===== src/hdl/tdw_pkg.sv =====
// Shared types and constants of the task delay wakeup table.
`default_nettype none

package tdw_pkg;

	localparam int ACTION_W   = 2;
	localparam int TASK_W     = 3;
	localparam int PRIO_W     = 2;
	localparam int TICKS_W    = 32;
	localparam int ACTIVE_W   = 4;
	localparam int MAX_RESULTS = 8;
	localparam int RES_CNT_W  = $clog2(MAX_RESULTS + 1);

	localparam logic [ACTION_W-1:0] ACT_SLEEP = 2'd0;
	localparam logic [ACTION_W-1:0] ACT_TICK  = 2'd1;
	localparam logic [ACTION_W-1:0] ACT_WAIT  = 2'd2;

	// Command broadcast from the controller to every cell.
	typedef struct packed {
		logic                start;
		logic                step;
		logic                sleep_we;
		logic                wait_we;
		logic [TASK_W-1:0]   task_sel;
		logic [TICKS_W-1:0]  ticks;
		logic [PRIO_W-1:0]   prio;
		logic                flag;
		logic [ACTIVE_W-1:0] active;
	} tdw_cmd_t;

	// Status of one cell, seen by its neighbour and by the controller.
	typedef struct packed {
		logic              tok;
		logic              wake;
		logic [PRIO_W-1:0] prio;
	} tdw_cell_st_t;

endpackage

`default_nettype wire


===== src/hdl/tdw_cell.sv =====
// One task slot of the wakeup chain: sleep state, countdown and walk token.
`default_nettype none

module tdw_cell import tdw_pkg::*; #(
	parameter int INDEX = 0
) (
	input  wire logic         clk,
	input  wire logic         arst_n,
	input  wire tdw_cmd_t     cmd,
	input  wire logic         tok_in,
	output tdw_cell_st_t      st
);

	logic                sleeping_q;
	logic                ewait_q;
	logic                tok_q;
	logic [TICKS_W-1:0]  rem_q;
	logic [PRIO_W-1:0]   prio_q;
	logic                sel;
	logic                active;
	logic                counting;

	assign sel      = (int'(cmd.task_sel) == INDEX);
	assign active   = (int'(cmd.active) > INDEX);
	assign counting = tok_q && active && sleeping_q && !ewait_q;

	assign st.tok  = tok_q;
	assign st.wake = counting && (rem_q == TICKS_W'(1));
	assign st.prio = prio_q;

	always_ff @(posedge clk or negedge arst_n) begin
		if (!arst_n) begin
			sleeping_q <= 1'b0;
			ewait_q    <= 1'b0;
			tok_q      <= 1'b0;
		end else begin
			if (cmd.start || cmd.step) begin
				tok_q <= tok_in;
			end
			if (cmd.sleep_we && sel) begin
				sleeping_q <= 1'b1;
			end else if (cmd.step && st.wake) begin
				sleeping_q <= 1'b0;
			end
			if (cmd.wait_we && sel) begin
				ewait_q <= cmd.flag;
			end
		end
	end

	// The count and priority are only looked at while the slot is sleeping.
	always_ff @(posedge clk) begin
		if (cmd.sleep_we && sel) begin
			rem_q  <= cmd.ticks;
			prio_q <= cmd.prio;
		end else if (cmd.step && counting) begin
			rem_q <= rem_q - TICKS_W'(1);
		end
	end

endmodule

`default_nettype wire


===== src/hdl/task_delay_wakeup_table_core.sv =====
// Top level of the task delay wakeup table: controller, cell chain and ports.
// A sleep or set-wait transaction gives its single result in the cycle after acceptance; one such
// transaction can be taken every cycle while the receiver takes each result.
// A tick walks a token along the MAX_TASKS cells, one per cycle while the output register is free,
// and then closes in a finish state that loads its final result; the next transaction waits for it.
// arst_n clears the tick counter, all sleep and wait flags and the active task count at once.
`default_nettype none

module task_delay_wakeup_table_core import tdw_pkg::*; #(
	parameter int MAX_TASKS       = 8,
	parameter int PRIORITY_LEVELS = 4
) (
	input  wire logic                clk,
	input  wire logic                arst_n,
	// Input channel.
	input  wire logic                in_valid,
	output logic                     in_ready,
	input  wire logic [ACTION_W-1:0] action,
	input  wire logic [TASK_W-1:0]   task_req,
	input  wire logic [TICKS_W-1:0]  ticks,
	input  wire logic [PRIO_W-1:0]   priority_req,
	input  wire logic                wait_flag,
	// Output channel.
	output logic                     out_valid,
	input  wire logic                out_ready,
	output logic                     woken_valid,
	output logic [TASK_W-1:0]        woken_task,
	output logic [PRIO_W-1:0]        woken_priority,
	output logic                     last,
	output logic [TICKS_W-1:0]       tick_count,
	// Configuration channel.
	input  wire logic                cfg_valid,
	output logic                     cfg_ready,
	input  wire logic [ACTIVE_W-1:0] active_tasks
);

	typedef enum logic [1:0] {
		ST_IDLE,
		ST_WALK,
		ST_FINISH
	} state_t;

	state_t              state_q;
	logic [ACTIVE_W-1:0] active_q;
	logic [TICKS_W-1:0]  elapsed_q;
	logic [RES_CNT_W-1:0] n_q;

	// A wake that has been found but not yet sent; it is held back until the next wake or the close of
	// the tick, so that the final result of a tick can carry the last flag.
	logic                pend_valid_q;
	logic [TASK_W-1:0]   pend_task_q;
	logic [PRIO_W-1:0]   pend_prio_q;

	logic                out_valid_q;
	logic                out_woken_q;
	logic [TASK_W-1:0]   out_task_q;
	logic [PRIO_W-1:0]   out_prio_q;
	logic                out_last_q;
	logic [TICKS_W-1:0]  out_tick_q;

	logic                slot_free;
	logic                accept;
	logic                is_tick;
	logic                step;
	logic [PRIO_W-1:0]   prio_sat;
	logic                wake_any;
	logic [TASK_W-1:0]   wake_task;
	logic [PRIO_W-1:0]   wake_prio;

	tdw_cmd_t            cmd;
	tdw_cell_st_t        cell_st [MAX_TASKS];

	// The output register is free when it is empty or its content leaves now.
	assign slot_free = !out_valid_q || out_ready;
	assign in_ready  = (state_q == ST_IDLE) && slot_free;
	assign accept    = in_valid && in_ready;
	assign is_tick   = (action == ACT_TICK);
	assign step      = (state_q == ST_WALK) && slot_free;
	assign cfg_ready = 1'b1;

	// Priorities beyond the configured number of levels go to the highest level.
	assign prio_sat = (int'(priority_req) >= PRIORITY_LEVELS) ?
	                  PRIO_W'(PRIORITY_LEVELS - 1) : priority_req;

	always_comb begin
		cmd.start    = accept && is_tick;
		cmd.step     = step;
		cmd.sleep_we = accept && (action == ACT_SLEEP) && (ticks != '0);
		cmd.wait_we  = accept && (action == ACT_WAIT);
		cmd.task_sel = task_req;
		cmd.ticks    = ticks;
		cmd.prio     = prio_sat;
		cmd.flag     = wait_flag;
		cmd.active   = active_q;
	end

	// The token is in exactly one cell during a walk, so the wake reports can be
	// merged with a plain OR over the chain.
	always_comb begin
		wake_any  = 1'b0;
		wake_task = '0;
		wake_prio = '0;
		for (int i = 0; i < MAX_TASKS; i++) begin
			if (cell_st[i].wake) begin
				wake_any  = 1'b1;
				wake_task = wake_task | TASK_W'(i);
				wake_prio = wake_prio | cell_st[i].prio;
			end
		end
	end

	genvar g;
	generate
		for (g = 0; g < MAX_TASKS; g++) begin : g_cell
			tdw_cell #(
				.INDEX (g)
			) u_cell (
				.clk    (clk),
				.arst_n (arst_n),
				.cmd    (cmd),
				.tok_in ((g == 0) ? cmd.start : cell_st[(g == 0) ? 0 : g - 1].tok),
				.st     (cell_st[g])
			);
		end
	endgenerate

	always_ff @(posedge clk or negedge arst_n) begin
		if (!arst_n) begin
			active_q <= '0;
		end else if (cfg_valid && cfg_ready) begin
			active_q <= active_tasks;
		end
	end

	// Each branch decides the output register's valid flag on its own: it is loaded,
	// emptied when its content leaves, or held while the receiver stalls.
	always_ff @(posedge clk or negedge arst_n) begin
		if (!arst_n) begin
			state_q      <= ST_IDLE;
			elapsed_q    <= '0;
			n_q          <= '0;
			pend_valid_q <= 1'b0;
			pend_task_q  <= '0;
			pend_prio_q  <= '0;
			out_valid_q  <= 1'b0;
			out_woken_q  <= 1'b0;
			out_task_q   <= '0;
			out_prio_q   <= '0;
			out_last_q   <= 1'b0;
			out_tick_q   <= '0;
		end else begin
			case (state_q)
				ST_IDLE: begin
					if (accept) begin
						if (is_tick) begin
							// The output register is free at acceptance, so it empties.
							elapsed_q    <= elapsed_q + TICKS_W'(1);
							out_tick_q   <= elapsed_q + TICKS_W'(1);
							out_valid_q  <= 1'b0;
							n_q          <= '0;
							pend_valid_q <= 1'b0;
							state_q      <= ST_WALK;
						end else begin
							out_valid_q <= 1'b1;
							out_woken_q <= 1'b0;
							out_task_q  <= '0;
							out_prio_q  <= '0;
							out_last_q  <= 1'b1;
							out_tick_q  <= elapsed_q;
						end
					end else if (out_ready) begin
						out_valid_q <= 1'b0;
					end
				end
				ST_WALK: begin
					if (step) begin
						if (wake_any && (int'(n_q) < MAX_RESULTS)) begin
							n_q          <= n_q + RES_CNT_W'(1);
							pend_valid_q <= 1'b1;
							pend_task_q  <= wake_task;
							pend_prio_q  <= wake_prio;
							if (pend_valid_q) begin
								out_valid_q <= 1'b1;
								out_woken_q <= 1'b1;
								out_task_q  <= pend_task_q;
								out_prio_q  <= pend_prio_q;
								out_last_q  <= 1'b0;
							end else begin
								out_valid_q <= 1'b0;
							end
						end else begin
							out_valid_q <= 1'b0;
						end
						if (cell_st[MAX_TASKS-1].tok) begin
							state_q <= ST_FINISH;
						end
					end
				end
				ST_FINISH: begin
					if (slot_free) begin
						// Close the tick with the held wake, or with an empty
						// result when no task woke.
						out_valid_q  <= 1'b1;
						out_woken_q  <= pend_valid_q;
						out_task_q   <= pend_valid_q ? pend_task_q : '0;
						out_prio_q   <= pend_valid_q ? pend_prio_q : '0;
						out_last_q   <= 1'b1;
						pend_valid_q <= 1'b0;
						state_q      <= ST_IDLE;
					end
				end
				default: begin
					state_q <= ST_IDLE;
				end
			endcase
		end
	end

	assign out_valid      = out_valid_q;
	assign woken_valid    = out_woken_q;
	assign woken_task     = out_task_q;
	assign woken_priority = out_prio_q;
	assign last           = out_last_q;
	assign tick_count     = out_tick_q;

endmodule

`default_nettype wire


===== config.mk =====
export PLATFORM = sky130hd
export DESIGN_NAME = task_delay_wakeup_table_core
export DESIGN_NICKNAME = d
export VERILOG_FILES = /design/src/hdl/tdw_pkg.sv /design/src/hdl/tdw_cell.sv /design/src/hdl/task_delay_wakeup_table_core.sv
export SDC_FILE = /design/constraint.sdc
export NUM_CORES = 1
export LEC_CHECK = 0
export BUFFER_PORTS_ARGS = -buffer_cell sky130_fd_sc_hd__buf_4
export CAP_MARGIN = 15
export CORE_MARGIN = 2
export CORE_UTILIZATION = 43
export CTS_CLUSTER_DIAMETER = 200
export DETAILED_ROUTE_END_ITERATION = 12
export GPL_TIMING_DRIVEN = 0
export PLACE_DENSITY = 0.7
export SYNTH_ARGS = -nofsm -noshare
export SYNTH_HDL_FRONTEND = slang
export SYNTH_SLANG_ARGS = --single-unit

===== constraint.sdc =====
create_clock -name clk -period 6.68 [get_ports clk]
set_input_delay 0.334 -clock clk [delete_from_list [all_inputs] [get_ports clk]]
set_output_delay 0.334 -clock clk [all_outputs]
set_load 0.01 [all_outputs]

---- Word-level counts from Yosys, hierarchy flattened ----
Cells that the tools add are included.
word-level totals
  register bits ........................... 352
  latch bits .............................. 0
  RAM bits ................................ 0
  ROM bits ................................ 0
  input bits .............................. 49
  output and inout bits ................... 42
  word-level logic and storage cells ...... 328
  memories ................................ 0
cells by class
  add/subtract/negate cells ............... 10
  $mul .................................... 0
  divide/modulo/power cells ............... 0
  magnitude comparators ................... 9
  eq/ne operators ......................... 28
  shifts and indexed selects .............. 0
  muxes and demuxes ....................... 110
  bitwise operators ....................... 7
  reductions and logical operators ........ 112
operators with widths
  cell                                                  number
  two-way mux 32 bit                                    17
  equality test 32 x 1 -> 1 bit, second input constant  8
  subtractor 32 x 1 -> 32 bit, second input constant    8
  logical AND 1 bit                                     72
  two-way mux 1 bit                                     48
  two-way mux 2 bit                                     22
  nonzero test 2 bit                                    17
  two-way mux 3 bit                                     11
  adder 32 x 1 -> 32 bit, second input constant         1
  nonzero test 32 bit                                   1
  > comparator 4 x 3 -> 1 bit, second input constant    4
  two-way mux 4 bit                                     4
  bitwise OR 2 bit                                      7
  equality test 3 bit, second input constant            4
  inequality test 2 bit, second input constant          6
  one-hot mux 1 bit (3 select lines)                    4
  one-hot mux 2 bit (3 select lines)                    2
  AND reduction 5 bit                                   2
  logical NOT 1 bit                                     9
  one-hot mux 3 bit (3 select lines)                    1
  > comparator 4 x 1 -> 1 bit, second input constant    2
  > comparator 4 x 2 -> 1 bit, second input constant    2
  one-hot mux 4 bit (2 select lines)                    1
  AND reduction 7 bit                                   1
  other kinds (15)                                      22

---- Depth between registers and ports, before layout ----
  depth after elaboration ................. 20
  depth in mapped cells ................... 13

---- Modules after synthesis ----
Synthesis repeated with hierarchy kept, for this count alone.
unflattened totals
  cells, all modules ...................... 2041
  area, all modules ....................... 20606.0 sq um
modules (own cells, without submodules)
  module                        instances  cells each  area an instance (sq um)  sequential area each (sq um)
  task_delay_wakeup_table_core  1          299         3025.4                    1401.3
  tdw_cell at g_cell[1].u_cell  1          219         2252.2                    1096.1
  tdw_cell at g_cell[5].u_cell  1          217         2243.4                    1096.1
  tdw_cell at g_cell[2].u_cell  1          222         2242.2                    1096.1
  tdw_cell at g_cell[4].u_cell  1          219         2233.4                    1096.1
  tdw_cell at g_cell[0].u_cell  1          225         2203.4                    1096.1
  tdw_cell at g_cell[3].u_cell  1          217         2155.8                    1096.1
  tdw_cell at g_cell[7].u_cell  1          212         2140.8                    1096.1
  tdw_cell at g_cell[6].u_cell  1          211         2109.5                    1096.1

---- Least setup slack after synthesis ----
Ideal clock, no wire load.
  path kind ............................... register to register
  start point ............................. register state_q[1]
  end point ............................... register g_cell[5].u_cell.rem_q[0] (enable)
  library setup time ...................... 0.511 ns
  arrival ................................. 4.310 ns
  data required time ...................... 6.169 ns
  slack ................................... 1.859 ns
  cell stages (with the launch flop) ...... 6
  buffers on the path ..................... 1
  path through ............................ dfrtp_1 -> inv_1 -> ha_1 -> nand2_1 -> clkbuf_1 -> o41ai_1
on the way
  cells in the longest elaborated chain, start to end .. 7
  elaborated cells on any way between the ends .. 10
  those cells by class .................... eq/ne (1); reduce/logical (9)
ends and longest elaborated chain
  element                         line                                 RTL
  from (decl)                     task_delay_wakeup_table_core.sv:43   state_t state_q;
  from (signal assigned)          task_delay_wakeup_table_core.sv:139  state_q <= ST_IDLE;
  from (signal assigned)          task_delay_wakeup_table_core.sv:162  state_q <= ST_WALK;
  from (signal assigned)          task_delay_wakeup_table_core.sv:195  state_q <= ST_FINISH;
  logical NOT 2 bit               task_delay_wakeup_table_core.sv:75   assign in_ready = (state_q == ST_IDLE) && slot_free;
  logical AND 1 bit               task_delay_wakeup_table_core.sv:75
  logical AND 1 bit               task_delay_wakeup_table_core.sv:76   assign accept = in_valid && in_ready;
  logical AND 1 bit (2 in a row)  task_delay_wakeup_table_core.sv:88   cmd.sleep_we = accept && (action == ACT_SLEEP) && (ticks != '0);
  logical AND 1 bit               tdw_cell.sv:53                       if (cmd.sleep_we && sel) begin
  nonzero test 2 bit (no line) *  --
  to (signal assigned)            tdw_cell.sv:54                       rem_q <= cmd.ticks;
  to (signal assigned)            tdw_cell.sv:57                       rem_q <= rem_q - TICKS_W'(1);
  to (decl)                       tdw_cell.sv:17                       logic [TICKS_W-1:0] rem_q;
Mark *: on every way between the ends. The rest lies on a longest branch, timed or not.
A chain may end at the register's enable or synchronous reset.

---- Worst setup path in the final report ----
  start point ............................. register state_q[0]
  end point ............................... register g_cell[1].u_cell.rem_q[9] (data pin)
on the way
  cells in the longest elaborated chain, start to end .. 7
ends and longest elaborated chain
  element                         line
  logical NOT 2 bit               task_delay_wakeup_table_core.sv:75
  logical AND 1 bit               task_delay_wakeup_table_core.sv:75
  logical AND 1 bit               task_delay_wakeup_table_core.sv:76
  logical AND 1 bit (2 in a row)  task_delay_wakeup_table_core.sv:88
  logical AND 1 bit               tdw_cell.sv:53
  two-way mux 32 bit              tdw_cell.sv:53
  to (signal assigned)            tdw_cell.sv:54
  to (signal assigned)            tdw_cell.sv:57
  to (decl)                       tdw_cell.sv:17
No other way between the ends.

==> out/metrics.cfg <==
[synth]
syn_area_sq_um=19500
synth.avg_cell_area_sq_um=9.96
synth_warnings=0
synth_flop_cell=edfxtp_1
synth.distinct_cells=67
synthCells=1962
synth_edf_count=272
synth_common_cells=320 x nand2_1, 272 x edfxtp_1, 207 x o21ai_0, 177 x xnor2_1, 164 x nor2_1
synth_top_area_share_pct=41.8
synth_top_cell_by_area=edfxtp_1
synth-seq-cells=352
netlist_top_cells_area=edfxtp_1 42%, dfrtp_1 10%, xnor2_1 7.9%
syn-num-nets=2033
synth-async-reset-ratio_pct=22.7
yosysMostFrequentCell=nand2_1
ys_seq_area_share_pct=52.1

[placement]
place_ws_ns=2.76
port_buffers=55
place_congestion=0.846
hpwl_mm=36.9

[clock_tree]
cts_buffers=40
clkSinkCount=352
clockRootBuffer=clkbuf_16
clock_latency_ns=0.57
cts_tree=yes
clkTransAtPathRegs_ns=0.06
htree_num_levels=2
ctsLongestPathBuffers=3

[die]
die_height_microns=217
initial_core_util_pct=43.3
pin_count=91
fp.dieW_microns=217
rows=78
core-area_sq_um=45100
die_area_sq_um=47100

[global_routing]
grt.overflow.total=0
grt_pass1_wl_mm=86.6
grt_pass1_vias=15332
grt_use_total_pct=23.9
antenna_found_initial=0
grt_max_degree=81

[setup_path]
required_ns=7.05
cp_cell_sequence=inv_1, ha_1, clkbuf_1, nand3_1, a2111o_1, nor2_1, nand2_1, inv_1, buf_2, clkbuf_1, nand2_1, o21ai_0
ff2ff_path_depth=12
crit_family=buffers and inverters
slowest_stage=a2111o_1
timing.rr.start=state_q[0]
cpPeakStageDelay_ns=0.49
cp_max_fo=10
r2r-end=g_cell[1].u_cell.rem_q[9]
r2r_setup_slack_ns=3.03
critPathLaunchType=flop
critPathBufInv=5
cp_data_arrival_time_ns=4.03
end_kind=flop
critical_path_class=flop to flop

[route]
ant_nets=0
wl_per_cell_microns=20.9
drcViolationCount=0
routed_via_density=5.81
drt_iter0_drc=1818
firstDrtPassIters=6
vias=15712
wl_mm=56.6

[timing]
fin_crit_ns=3.65
finalSetupViolCount=0
fmax_ghz=0.274
whs_ns=0.0152
timing.final.ws_setup_ns=3.03
period_share_pct=54.7
worst_slew_pin_slew_ns=1.33
fin_skew_ns=0.0288
maxSlewHeadroom_pct=10.5
finalMaxSlewViolations=0
hold_viol=0
grt_setup_unrepaired=false

[final_layout]
final_nets=2146
drive_gt1_share_pct=10.4
insertedDiodeCount=0
fillers=4084
syn_to_final_growth_pct=14.8

[hold_path]
hp-class=input port to flop
hold_path_depth=2
hold_end=active_q[2]
hp-start=active_tasks[2]

[power_and_ir_drop]
ir_drop_uv=149
p_leak_nw=7.29
power_density_nw_per_um2=255

[outcome]
status=finished, final reports clean

[flow_run]
cap_viol_max_count=0

## final cells by class
cell class                      count  area [sq um]  share of cell area (%)
Buffer                             94           390                    1.74
Clock buffer                       48          1050                    4.69
Clock inverter                     24           292                    1.30
Inverter                           46           173                   0.770
Multi-Input combinational cell   1470          8890                    39.7
Sequential cell                   352         10200                    45.4
Tap cell                          600           751                    3.35
Timing Repair Buffer               71           701                    3.13
## worst reg2reg max path: cells and delay by family, from the launching register on
family | cells | cell delay, ns
compound gates | 2 | 0.69
fa+ha+maj | 1 | 0.14
buf+inv | 5 | 1.23
flops | 1 | 0.41
simple gates | 4 | 1.02
## metal layers
layer / up-vias / track usage, % / wire length [microns]
met5: - / 0 / 0
met3: 130 / 5.19 / 5130
met2: 682 / 36.8 / 24900
met1: 7654 / 32.7 / 24100
met4: 0 / 10.3 / 2470
li1: 7246 / - / -
## what timing repair did
action,in CTS,in global routing
hold buffers,3,0
setup endpoints to repair,0,0
endpoints found under the hold margin,13,0
buffers inserted,0,0
resized for setup,0,0
## metrics by stage
stage | instances | utilization [%] | power [W] | setup TNS [ns] | cell area [sq um]
after floorplan | 1962 | - | 0.00310 | 0 | 19500
after global placement | 2617 | 45.9 | 0.00334 | -0.199 | 20700
after detailed placement | 2630 | 46.7 | 0.00341 | 0 | 21000
after CTS | 2705 | 49.7 | 0.00571 | 0 | 22400
after global routing | 2705 | 49.7 | 0.00590 | 0 | 22400
final | 2705 | 49.7 | 0.00571 | 0 | 22400
## flip-flops by register name (all words and copies together) (netlist names), 2 cells and up
signal                    flops
woken_task                    3
state_q                       2
g_cell.u_cell.rem_q         256
g_cell.u_cell.prio_q         16
woken_priority                2
n_q                           4
pend_prio_q                   2
active_q                      4
g_cell.u_cell.sleeping_q      8
pend_task_q                   3
g_cell.u_cell.ewait_q         8
tick_count                   32
g_cell.u_cell.tok_q           8
## how the worst max path moves through the flow
stage | cells past startpoint | slack, ns | start | to
6_report | 12 | 3.03 | state_q[0] | g_cell[1].u_cell.rem_q[9]
3_5_place_dp | 12 | 2.76 | ticks[14] | g_cell[4].u_cell.rem_q[25]
2_1_floorplan | 5 | 1.86 | state_q[1] | g_cell[5].u_cell.rem_q[0]
5_1_grt | 12 | 2.66 | state_q[0] | g_cell[1].u_cell.rem_q[9]
4_1_cts | 12 | 3.06 | state_q[1] | g_cell[1].u_cell.rem_q[9]
3_3_place_gp | 5 | -0.007 | out_ready | g_cell[5].u_cell.rem_q[9]
## where the power goes
part	leakage [nW]	internal, W	switching (W)	total, W
registers	3.49	0.00253	0.000136	0.00267
logic	3.14	0.000267	0.000448	0.000715
clock network	0.657	0.00139	0.000937	0.00233
## placed cells by master, fill, tap and decap left out, types with 6 or more instances in the layout
cell       instances
nor2_1           164
nand2b_1          15
nor4_2             7
buf_16             7
buf_1             12
inv_1             44
o31ai_1           10
o22ai_1            6
or2_2              7
a31oi_1            8
bufinv_16          7
xnor2_1          177
and3_1             8
a21oi_1           57
mux2_2            26
buf_4             60
o21ai_0          202
or4_1             23
clkinv_2           7
and4_1             7
nand4_1           21
nand2_1          320
clkbuf_1          61
ha_1              22
clkinv_1          10
xor2_1            77
clkbuf_16         41
buf_2             27
nor3_1            67
edfxtp_1         272
nand3b_1           9
nand3_1           43
a21o_1            17
nor4_1            67
dfrtp_1           80
nand4b_1           6
or3_1             21
nor2b_1           10
## cells by family after synthesis
group           count (synthesis)  share of synthesized area, %
compound gates                337                          9.67
xor+xnor                      254                          11.4
fa+ha+maj                      22                          1.41
buf+inv                       140                          2.88
flops                         352                          52.1
mux                            26                          1.50
other cells                     1                        0.0192
simple gates                  830                          21.1
No activity file was read; power rests on OpenSTA's default activity.
